--- config.mk ---
export PLATFORM = sky130hd
export DESIGN_NAME = top_k_sorted_keep_best_unit
export DESIGN_NICKNAME = d
export VERILOG_FILES = /design/src/rtl/tksk_pkg.sv /design/src/rtl/tksk_cell.sv /design/src/rtl/top_k_sorted_keep_best_unit.sv
export SDC_FILE = /design/constraint.sdc
export NUM_CORES = 2
export LEC_CHECK = 0
export ABC_AREA = 1
export BUFFER_PORTS_ARGS = -buffer_cell sky130_fd_sc_hd__buf_4
export CORE_ASPECT_RATIO = 0.6
export CORE_MARGIN = 1.5
export CORE_UTILIZATION = 40
export CTS_BUF_LIST = sky130_fd_sc_hd__clkbuf_2
export DETAILED_ROUTE_END_ITERATION = 16
export GPL_TIMING_DRIVEN = 0
export MAX_ROUTING_LAYER = met4
export PLACE_DENSITY = 0.52
export SYNTH_ARGS = -nofsm -noshare
export SYNTH_HDL_FRONTEND = slang
export SYNTH_SLANG_ARGS = --single-unit
--- constraint.sdc ---
create_clock -name clk -period 6.57 [get_ports clk]
set_input_delay 0.657 -clock clk [delete_from_list [all_inputs] [get_ports clk]]
set_output_delay 0.657 -clock clk [all_outputs]
set_load 0.01 [all_outputs]
--- src/rtl/tksk_pkg.sv ---
// Package for the top-k keep-best unit: mode codes, cell command and control types.
// No dependencies.
`default_nettype none
package tksk_pkg;

  localparam int VALUE_W     = 32;
  localparam int ID_PORT_W   = 16;
  localparam int MAX_RESULTS = 16;
  localparam int CNT_W       = $clog2(MAX_RESULTS + 1);
  localparam int IN_DATA_W   = 48;
  localparam int OUT_DATA_W  = 72;

  localparam logic [1:0] MODE_INSERT = 2'd0;
  localparam logic [1:0] MODE_DRAIN  = 2'd1;
  localparam logic [1:0] MODE_CLEAR  = 2'd2;

  typedef enum logic [3:0] {
    CMD_HOLD   = 4'b0001,
    CMD_INSERT = 4'b0010,
    CMD_ROTATE = 4'b0100,
    CMD_CLEAR  = 4'b1000
  } cell_cmd_t;

  // broadcast to every cell of the chain
  typedef struct packed {
    cell_cmd_t                   cmd;
    logic                        accept;  // new value beats slot 0
    logic signed [VALUE_W-1:0]   value;
  } cell_ctl_t;

endpackage
`default_nettype wire

--- src/rtl/tksk_cell.sv ---
// One slot of the sorted chain: holds score, id and used bit.
// Depends on tksk_pkg.
`default_nettype none
module tksk_cell #(
  parameter int ID_WIDTH = 16
) (
  input  wire                              clk,
  input  wire                              rst,
  input  wire  tksk_pkg::cell_ctl_t        ctl,
  input  wire         [ID_WIDTH-1:0]       id_in,
  input  wire                              up_lt,
  input  wire  signed [tksk_pkg::VALUE_W-1:0] up_score,
  input  wire         [ID_WIDTH-1:0]       up_ident,
  input  wire                              up_used,
  input  wire  signed [tksk_pkg::VALUE_W-1:0] lo_score,
  input  wire         [ID_WIDTH-1:0]       lo_ident,
  input  wire                              lo_used,
  output logic signed [tksk_pkg::VALUE_W-1:0] score,
  output logic        [ID_WIDTH-1:0]       ident,
  output logic                             used,
  output logic                             lt
);
  import tksk_pkg::*;

  assign lt = score < ctl.value;

  always_ff @(posedge clk) begin
    if (rst) begin
      score <= '0;
      ident <= '0;
      used  <= 1'b0;
    end else begin
      case (ctl.cmd)
        CMD_INSERT: begin
          if (ctl.accept) begin
            if (up_lt) begin
              score <= up_score;
              ident <= up_ident;
              used  <= up_used;
            end else if (lt) begin
              score <= ctl.value;
              ident <= id_in;
              used  <= 1'b1;
            end
          end
        end
        CMD_ROTATE: begin
          score <= lo_score;
          ident <= lo_ident;
          used  <= lo_used;
        end
        CMD_CLEAR: begin
          score <= '0;
          ident <= '0;
          used  <= 1'b0;
        end
        default: begin
        end
      endcase
    end
  end

endmodule
`default_nettype wire

--- src/rtl/top_k_sorted_keep_best_unit.sv ---
// Top level of the top-k keep-best unit: chain of tksk_cell slots, control and output register.
// Depends on tksk_pkg and tksk_cell.
//
//   channel  | dir | payload
//   s_axis   | in  | tuser[1:0] mode; tdata value[31:0], item_id[47:32]
//   m_axis   | out | tuser dropped_valid, entry_valid; tdata id/finish/entry; tlast last
//   cfg      | in  | cfg_we, cfg_wdata = finish_threshold
//
// Insert and clear: all cells compare and shift in parallel.
// Drain: the chain rotates once through all LIST_SIZE slots, then the closing transaction follows.
// A step waits while the output register holds an untaken transaction.
// rst (synchronous) zeroes every slot and sets the threshold to 0x7FFFFFFF.
`default_nettype none
module top_k_sorted_keep_best_unit #(
  parameter int LIST_SIZE = 16,
  parameter int ID_WIDTH  = 16
) (
  input  wire                                  clk,
  input  wire                                  rst,
  input  wire                                  cfg_we,
  input  wire  [31:0]                          cfg_wdata,
  input  wire                                  s_axis_tvalid,
  output logic                                 s_axis_tready,
  input  wire  [tksk_pkg::IN_DATA_W-1:0]       s_axis_tdata,  // value, item_id
  input  wire  [1:0]                           s_axis_tuser,  // mode
  output logic                                 m_axis_tvalid,
  input  wire                                  m_axis_tready,
  // dropped_id, finish, entry_value, entry_id, zero fill
  output logic [tksk_pkg::OUT_DATA_W-1:0]      m_axis_tdata,
  output logic [1:0]                           m_axis_tuser,  // dropped_valid, entry_valid
  output logic                                 m_axis_tlast
);
  import tksk_pkg::*;

  localparam int RW = (LIST_SIZE > 1) ? $clog2(LIST_SIZE) : 1;
  localparam logic [RW-1:0] ROT_LAST = RW'(LIST_SIZE - 1);

  typedef enum logic [2:0] {
    ST_IDLE  = 3'b001,
    ST_DRAIN = 3'b010,
    ST_FLUSH = 3'b100
  } state_t;

  state_t state, state_next;

  logic signed [VALUE_W-1:0] thr;

  logic signed [VALUE_W-1:0] c_score [LIST_SIZE];
  logic        [ID_WIDTH-1:0] c_ident [LIST_SIZE];
  logic                       c_used  [LIST_SIZE];
  logic                       c_lt    [LIST_SIZE];

  cell_ctl_t                  ctl;
  logic        [ID_WIDTH-1:0] id_in;
  logic signed [VALUE_W-1:0]  in_value;
  logic [1:0]                 in_mode;
  logic                       fire, out_free, step, take;
  logic                       lt1;
  logic signed [VALUE_W-1:0]  score1, new0;

  logic [RW-1:0]              rot_cnt;
  logic [CNT_W-1:0]           n_out;
  logic                       pend_valid;
  logic signed [VALUE_W-1:0]  pend_score;
  logic        [ID_WIDTH-1:0] pend_ident;

  logic                       o_dv, o_fin, o_ev, o_last;
  logic [ID_PORT_W-1:0]       o_did, o_eid;
  logic signed [VALUE_W-1:0]  o_eval;

  assign in_value = s_axis_tdata[31:0];
  assign id_in    = ID_WIDTH'(s_axis_tdata[47:32]);
  assign in_mode  = s_axis_tuser;

  assign out_free      = !m_axis_tvalid || m_axis_tready;
  assign s_axis_tready = (state == ST_IDLE) && out_free;
  assign fire          = s_axis_tvalid && s_axis_tready;
  assign step          = (state == ST_DRAIN) && out_free;
  assign take          = c_used[LIST_SIZE-1] && (n_out < CNT_W'(MAX_RESULTS));

  always_comb begin
    ctl.value  = in_value;
    ctl.accept = c_lt[0];
    ctl.cmd    = CMD_HOLD;
    if (step) begin
      ctl.cmd = CMD_ROTATE;
    end else if (fire) begin
      case (in_mode)
        MODE_INSERT: ctl.cmd = CMD_INSERT;
        MODE_CLEAR:  ctl.cmd = CMD_CLEAR;
        default:     ctl.cmd = CMD_HOLD;
      endcase
    end
  end

  genvar k;
  generate
    for (k = 0; k < LIST_SIZE; k++) begin : g_cell
      logic                       up_lt, up_used, lo_used;
      logic signed [VALUE_W-1:0]  up_score, lo_score;
      logic        [ID_WIDTH-1:0] up_ident, lo_ident;

      if (k == LIST_SIZE - 1) begin : g_top
        assign up_lt    = 1'b0;
        assign up_score = '0;
        assign up_ident = '0;
        assign up_used  = 1'b0;
      end else begin : g_mid
        assign up_lt    = c_lt[k+1];
        assign up_score = c_score[k+1];
        assign up_ident = c_ident[k+1];
        assign up_used  = c_used[k+1];
      end

      if (k == 0) begin : g_wrap
        // entry leaving the top wraps to slot 0, marked unused once emitted
        assign lo_score = c_score[LIST_SIZE-1];
        assign lo_ident = c_ident[LIST_SIZE-1];
        assign lo_used  = c_used[LIST_SIZE-1] && !take;
      end else begin : g_link
        assign lo_score = c_score[k-1];
        assign lo_ident = c_ident[k-1];
        assign lo_used  = c_used[k-1];
      end

      tksk_cell #(.ID_WIDTH(ID_WIDTH)) u_cell (
        .clk      (clk),
        .rst      (rst),
        .ctl      (ctl),
        .id_in    (id_in),
        .up_lt    (up_lt),
        .up_score (up_score),
        .up_ident (up_ident),
        .up_used  (up_used),
        .lo_score (lo_score),
        .lo_ident (lo_ident),
        .lo_used  (lo_used),
        .score    (c_score[k]),
        .ident    (c_ident[k]),
        .used     (c_used[k]),
        .lt       (c_lt[k])
      );
    end

    if (LIST_SIZE > 1) begin : g_n1
      assign lt1    = c_lt[1];
      assign score1 = c_score[1];
    end else begin : g_n1_none
      assign lt1    = 1'b0;
      assign score1 = '0;
    end
  endgenerate

  // slot 0 after an accepted insert
  assign new0 = lt1 ? score1 : in_value;

  always_ff @(posedge clk) begin
    if (rst) begin
      thr <= 32'sh7FFF_FFFF;
    end else if (cfg_we) begin
      thr <= cfg_wdata;
    end
  end

  always_comb begin
    state_next = state;
    case (state)
      ST_IDLE:  if (fire && in_mode == MODE_DRAIN) state_next = ST_DRAIN;
      ST_DRAIN: if (step && rot_cnt == ROT_LAST) state_next = ST_FLUSH;
      ST_FLUSH: if (out_free) state_next = ST_IDLE;
      default:  state_next = ST_IDLE;
    endcase
  end

  always_ff @(posedge clk) begin
    if (rst) begin
      state      <= ST_IDLE;
      rot_cnt    <= '0;
      n_out      <= '0;
      pend_valid <= 1'b0;
    end else begin
      state <= state_next;
      if (fire && in_mode == MODE_DRAIN) begin
        rot_cnt    <= '0;
        n_out      <= '0;
        pend_valid <= 1'b0;
      end else if (step) begin
        rot_cnt <= rot_cnt + RW'(1);
        if (take) begin
          n_out      <= n_out + CNT_W'(1);
          pend_valid <= 1'b1;
        end
      end
    end
  end

  always_ff @(posedge clk) begin
    if (step && take) begin
      pend_score <= c_score[LIST_SIZE-1];
      pend_ident <= c_ident[LIST_SIZE-1];
    end
  end

  always_ff @(posedge clk) begin
    if (rst) begin
      m_axis_tvalid <= 1'b0;
    end else if ((fire && in_mode == MODE_INSERT) || (step && take && pend_valid)
                 || (state == ST_FLUSH && out_free)) begin
      m_axis_tvalid <= 1'b1;
    end else if (m_axis_tready) begin
      m_axis_tvalid <= 1'b0;
    end
  end

  always_ff @(posedge clk) begin
    if (fire && in_mode == MODE_INSERT) begin
      o_dv   <= c_lt[0] ? c_used[0] : 1'b1;
      o_did  <= c_lt[0] ? (c_used[0] ? ID_PORT_W'(c_ident[0]) : '0) : ID_PORT_W'(id_in);
      o_fin  <= c_lt[0] && (new0 > thr);
      o_ev   <= 1'b0;
      o_eval <= '0;
      o_eid  <= '0;
      o_last <= 1'b1;
    end else if ((step && take && pend_valid) || (state == ST_FLUSH && out_free)) begin
      o_dv   <= 1'b0;
      o_did  <= '0;
      o_fin  <= 1'b0;
      o_ev   <= pend_valid;
      o_eval <= pend_valid ? pend_score : '0;
      o_eid  <= pend_valid ? ID_PORT_W'(pend_ident) : '0;
      o_last <= (state == ST_FLUSH);
    end
  end

  assign m_axis_tdata = {7'd0, o_eid, o_eval, o_fin, o_did};
  assign m_axis_tuser = {o_ev, o_dv};
  assign m_axis_tlast = o_last;

endmodule
`default_nettype wire

== Word level (Yosys, flattened, before mapping) ==
Index checks and enable logic that the tools add are counted.
Storage, ports and cells
  logic and storage cells: 357
  input bits: 87
  output and inout bits: 77
  flip-flop bits (word level): 946
Operators by class
  eq/ne operators: 28
  order comparisons: 18
  multiplexer cells: 205
  add/sub/neg operators: 2
  reduce and logical (&&, ||, !) cells: 41
Operator list (count)
  32-bit one-hot mux with 3 select lines: 16
  32-bit 2-to-1 mux: 47
  16-bit 2-to-1 mux: 51
  16-bit one-hot mux with 3 select lines: 16
  32-bit less-than comparator: 16
  1-bit 2-to-1 mux: 52
  1-bit one-hot mux with 3 select lines: 16
  3-bit AND reduction: 16
  3-bit by 1-bit != test with 1-bit output (second input constant): 14
  32-bit greater-than comparator: 1
  1-bit logical AND: 12
  3-bit 2-to-1 mux: 3
  3-bit one-hot mux with 3 select lines: 1
  4-bit == test (second input constant): 2
  4-bit 2-to-1 mux: 2
  2-bit by 1-bit != test with 1-bit output (second input constant): 4
  4-bit one-hot mux with 2 select lines: 1
  5-bit by 1-bit adder with 5-bit output (second input constant): 1
  5-bit less-than comparator (second input constant): 1
  4-bit by 1-bit adder with 4-bit output (second input constant): 1
  4-bit by 2-bit == test with 1-bit output (second input constant): 1
  4-bit by 3-bit == test with 1-bit output (second input constant): 1
  1-bit logical OR: 4
  2-bit AND reduction: 2
  other kinds (11): 13

== Logic depth before layout (Yosys ltp) ==
  depth after elaboration: 9
  gate-level depth with buffers: 29
  gate-level depth less buffers: 27

== Modules after synthesis ==
A second synthesis with hierarchy kept.
Unflattened totals
  cells, all modules: 11628
  area total of the unflattened synthesis: 73718.2 sq um
Modules (own cells, without submodules)
  tksk_cell: cells an instance 681, times used 16, area an instance 4169.0 sq um, seq. area each 980.9 sq um
  top_k_sorted_keep_best_unit: cells an instance 732, times used 1, area an instance 7014.2 sq um, seq. area each 3903.7 sq um

== Worst setup path before layout ==
OpenSTA, ideal clock, no wires.
  kind: input -> register
  start: input port m_axis_tready
  end: register o_did[0] (enable)
  required time: 6.196 ns
  arrival time: 4.189 ns
  library setup time: 0.374 ns
  slack: 2.008 ns
  stages on the path: 9
  path buffers: 1
  path through: nor2_1 nor2_2 inv_2 nor3_2 nand2_1 o21ai_1 nor2_1 buf_2 inv_1
Between the ends
  word-level cells in the longest chain between the ends: 6
  elaborated cells on any way between the ends: 10
  classes of those cells: reduce/logical: 10
Ends and longest elaborated chain
  start: declaration: RTL line top_k_sorted_keep_best_unit.sv:27  | input wire m_axis_tready,
  1-bit logical OR (*): RTL line top_k_sorted_keep_best_unit.sv:75  | assign out_free = !m_axis_tvalid || m_axis_tready;
  1-bit logical AND: RTL line top_k_sorted_keep_best_unit.sv:78  | assign step = (state == ST_DRAIN) && out_free;
  1-bit logical AND (2 in series): RTL line top_k_sorted_keep_best_unit.sv:224  | end else if ((step && take && pend_valid) || (state == ST_FLUSH && out_free)) begin
  1-bit logical OR: RTL line top_k_sorted_keep_best_unit.sv:224
  2-bit nonzero test (no source line) (*)
  end signal: assignment: RTL line top_k_sorted_keep_best_unit.sv:218  | o_did <= c_lt[0] ? (c_used[0] ? ID_PORT_W'(c_ident[0]) : '0) : ID_PORT_W'(id_in);
  end: declaration: RTL line top_k_sorted_keep_best_unit.sv:68  | logic [ID_PORT_W-1:0] o_did, o_eid;
Every way passes the cells marked *; elsewhere a longest branch is shown, timed or not.
A chain may end at the register's enable or synchronous reset.

== Final worst setup path ==
  start: register g_cell[1].u_cell.score[31] (netlist name)
  end: register o_fin, data pin
Between the ends
  word-level cells in the longest chain between the ends: 5
Ends and longest elaborated chain
  start: declaration: RTL line tksk_cell.sv:18  | output logic signed [tksk_pkg::VALUE_W-1:0] score,
  start signal: assignment: RTL line tksk_cell.sv:37  | score <= up_score;
  start signal: assignment: RTL line tksk_cell.sv:41  | score <= ctl.value;
  start signal: assignment: RTL line tksk_cell.sv:48  | score <= lo_score;
  32-bit less-than comparator: RTL line tksk_cell.sv:25  | assign lt = score < ctl.value;
  32-bit 2-to-1 mux (*)
  32-bit greater-than comparator (*): RTL line top_k_sorted_keep_best_unit.sv:219  | o_fin <= c_lt[0] && (new0 > thr);
  1-bit logical AND (*): RTL line top_k_sorted_keep_best_unit.sv:219
  1-bit 2-to-1 mux (*): RTL line top_k_sorted_keep_best_unit.sv:216  | if (fire && in_mode == MODE_INSERT) begin
  end signal: assignment: RTL line top_k_sorted_keep_best_unit.sv:219
  end: declaration: RTL line top_k_sorted_keep_best_unit.sv:67  | logic o_dv, o_fin, o_ev, o_last;
Marks and branches as above.

==> flow_summary.ini <==
[floorplanning]
row_count = 116
dieArea_mm2 = 0.171
die_w_um = 533
initial_core_util_pct = 40.4
dieHeight_um = 321
coreArea_mm2 = 0.167
io_pins = 164

[placement]
io_buffers = 155
detailed_place.area_mm2 = 0.0722
dp_hpwl_mm = 288
place_congestion = 1.03

[worst_hold_path]
min-delay-start = s_axis_tdata[25]
hold_path_depth = 6
hold_path.class = in2reg
min_to = g_cell[6].u_cell.score[25]

[logic_synthesis]
syn_inst = 11400
async_flop_share_pct = 0
yosysTopAreaCellShare_pct = 26.1
netlist_top_cells_area = dfxtp_1 26%, nand2_1 22%, nand3_1 11%, nor2_1 9.8%, ha_1 9.8%
seq_area_frac_synth_pct = 29.0
ys_types = 40
ys.flop_type = dfxtp_1
synth_warnings = 0
synth_seq_cells = 946
syn_avg_cell_area_um2 = 5.91
syn_area_mm2 = 0.0675
synth_top_cell_by_area = dfxtp_1
synth-edff-count = 66

[layout]
syn_to_final_growth_pct = 13.7
final_common_cell = nand2_1
layout_common_cells = 3962 x nand2_1, 1767 x nor2_1, 1482 x nand3_1, 988 x inv_1, 880 x dfxtp_1
fin_util_pct = 45.9
final_nets = 12700
final_area_mm2 = 0.0767
seqCellArea_mm2 = 0.0196
drive_gt1_share_pct = 6.97
fill_cells = 18200
multiInputGateArea_mm2 = 0.0410

[grt]
grt_pass1_vias = 72600
antenna_found_initial = 18
grt_overflow = 0
grtUsageTotal_pct = 41.3
grt_pass1_wl_mm = 497
grt_max_degree = 26

[worst_setup_path]
critPathCaptureType = flip-flop
cp-start-kind = flip-flop
worstRegToRegCells = 22
r2r_end = o_fin
required_ps = 7840
r2r_start = g_cell[1].u_cell.score[31]
worst_ep_arrival_time_ps = 7610
critPathMaxFanout = 10
r2r_slack_ps = 230
worstSetupPathType = reg2reg

[timing]
min_period_ps = 6340
grt_setup_unrepaired = false
hold_ws_ps = 104
slew_viol_final = 11
setup_tns_ps = 0
max_freq_ghz = 0.158
fin_skew_ps = 192
max_slew.worst_pin.slew_ps = 1560
hold_viol = 0
slew_headroom_pct = -3.92
setup_viol = 0
timing.final.crit_share_pct = 96.5

[power_and_ir_drop]
totalPowerFinal_mw = 19.4
max-vdd-ir-drop_mv = 0.133
p_leak_nw = 39.7
pwr_density_cell_mw_per_mm2 = 253

[status]
outcome = finished with violations
violations = DRC, capacitance limit, slew limit

[routing]
wirelength_mm = 357
drc = 10
num_vias = 80900
via_per_inst = 5.57
drtPass1Iterations = 14
drt_iter0_markers = 11700
wl_per_cell_um = 24.6
antenna_left = 0

[clock_tree]
cts.sinks = 946
clock_latency_ps = 1610
root_buffer = clkbuf_2
cts_htree_levels = 5
max-clock-path-buffers = 4
clk_pin_slew_worst_paths_ps = 120
cts_tree = built
cts_made_buffers = 275

[run]
max_cap_viol_count = 2
-- cells by family after synthesis --
logic type	synth area share, %
buffers and inverters	10.3
and+or+nand+nor	43.7
other	0.00556
AOI/OAI and AO/OA	7.17
adders and majority gates	9.83
DFF	29.0
-- layer usage --
layer	vias to the layer above	share of wire (%)	global-route usage (%)	routed length, um
met3	606	15	13.6	51900
met5	-	0	-	0
met2	4896	37	52.7	132000
met4	0	3.0	12.0	10700
li1	37500	-	-	-
met1	37800	46	60.0	162000
-- critical path, cell delays in order (launching register included) --
cell      delay (ps)
dfxtp_1          420
ha_1             610
nand2_1          280
nor4_2           740
inv_1             90
nor2_1           110
nand2_1          120
nand2_1          110
nand2_1           60
nand2_1          620
clkbuf_2         530
nand2_1           90
nand2_1          150
inv_1            190
ha_1             390
nand2_1           90
nor2_1           220
nand4_1          160
nor2_1           330
nand2_1          140
nand3_1          100
nand3_1           80
nor2_2           420
-- stage by stage --
step / setup slack (ps) / instances
5_1_grt: 57.9 / 14500
4_1_cts: 103 / 14500
3_3_place_gp: -2480 / 13800
3_5_place_dp: -1360 / 13800
2_1_floorplan: 2010 / 11400
6_report: 232 / 14500
-- report_power, final --
group / switching (mW) / internal, mW / total (mW)
clock network: 3.08 / 1.91 / 4.99
logic: 5.21 / 2.18 / 7.39
registers: 0.664 / 6.34 / 7.01
total: 8.95 / 10.4 / 19.4
-- state kept, by name, summed over array words and instances (netlist names), 5 cells and up --
| register | count |
|---|---|
| g_cell.u_cell.score | 512 |
| g_cell.u_cell.ident | 256 |
| o_eval | 32 |
| pend_score | 32 |
| thr | 32 |
| g_cell.u_cell.used | 16 |
| o_did | 16 |
| o_eid | 16 |
| pend_ident | 16 |
| n_out | 5 |
-- repair_timing --
action | CTS | global route
setup buffers | 0 | 0
hold buffers | 200 | 0
setup endpoints to repair | 1 | 1
hold endpoints to repair | 396 | 0
cloned | 0 | 0
resized for setup | 2 | 9
-- synthesized netlist by cell type, types with 18 or more instances --
cell and instances:
nor2_1 1768, edfxtp_1 66, clkbuf_1 496, dfxtp_1 880, o21ai_0 130, nand4_1 27
nor3_1 25, a32o_1 48, a21oi_1 581, nand3_1 1482, buf_2 164, buf_1 75
ha_1 530, inv_1 988, nand2_1 3963, o22ai_1 48, buf_4 30, a211oi_1 18
-- how the worst max path moves through the flow --
stage / from / to
6_report: g_cell[1].u_cell.score[31] / o_fin
5_1_grt: g_cell[1].u_cell.score[31] / o_fin
4_1_cts: g_cell[1].u_cell.score[31] / o_fin
3_5_place_dp: s_axis_tdata[31] / o_fin
3_3_place_gp: s_axis_tdata[31] / o_fin
2_1_floorplan: m_axis_tready / o_did[0]
-- area by class of cell --
class	instances	share of cell area, %
tap	2242	3.66
sequential	946	25.6
inverter	996	4.87
antenna	21	0.0685
clock inverter	67	0.653
timing repair buffer	384	5.01
clock buffer	386	2.52
multi-input combinational	8710	53.4
buffer	765	4.22
Note: power is estimated with default switching activity, not from simulation.
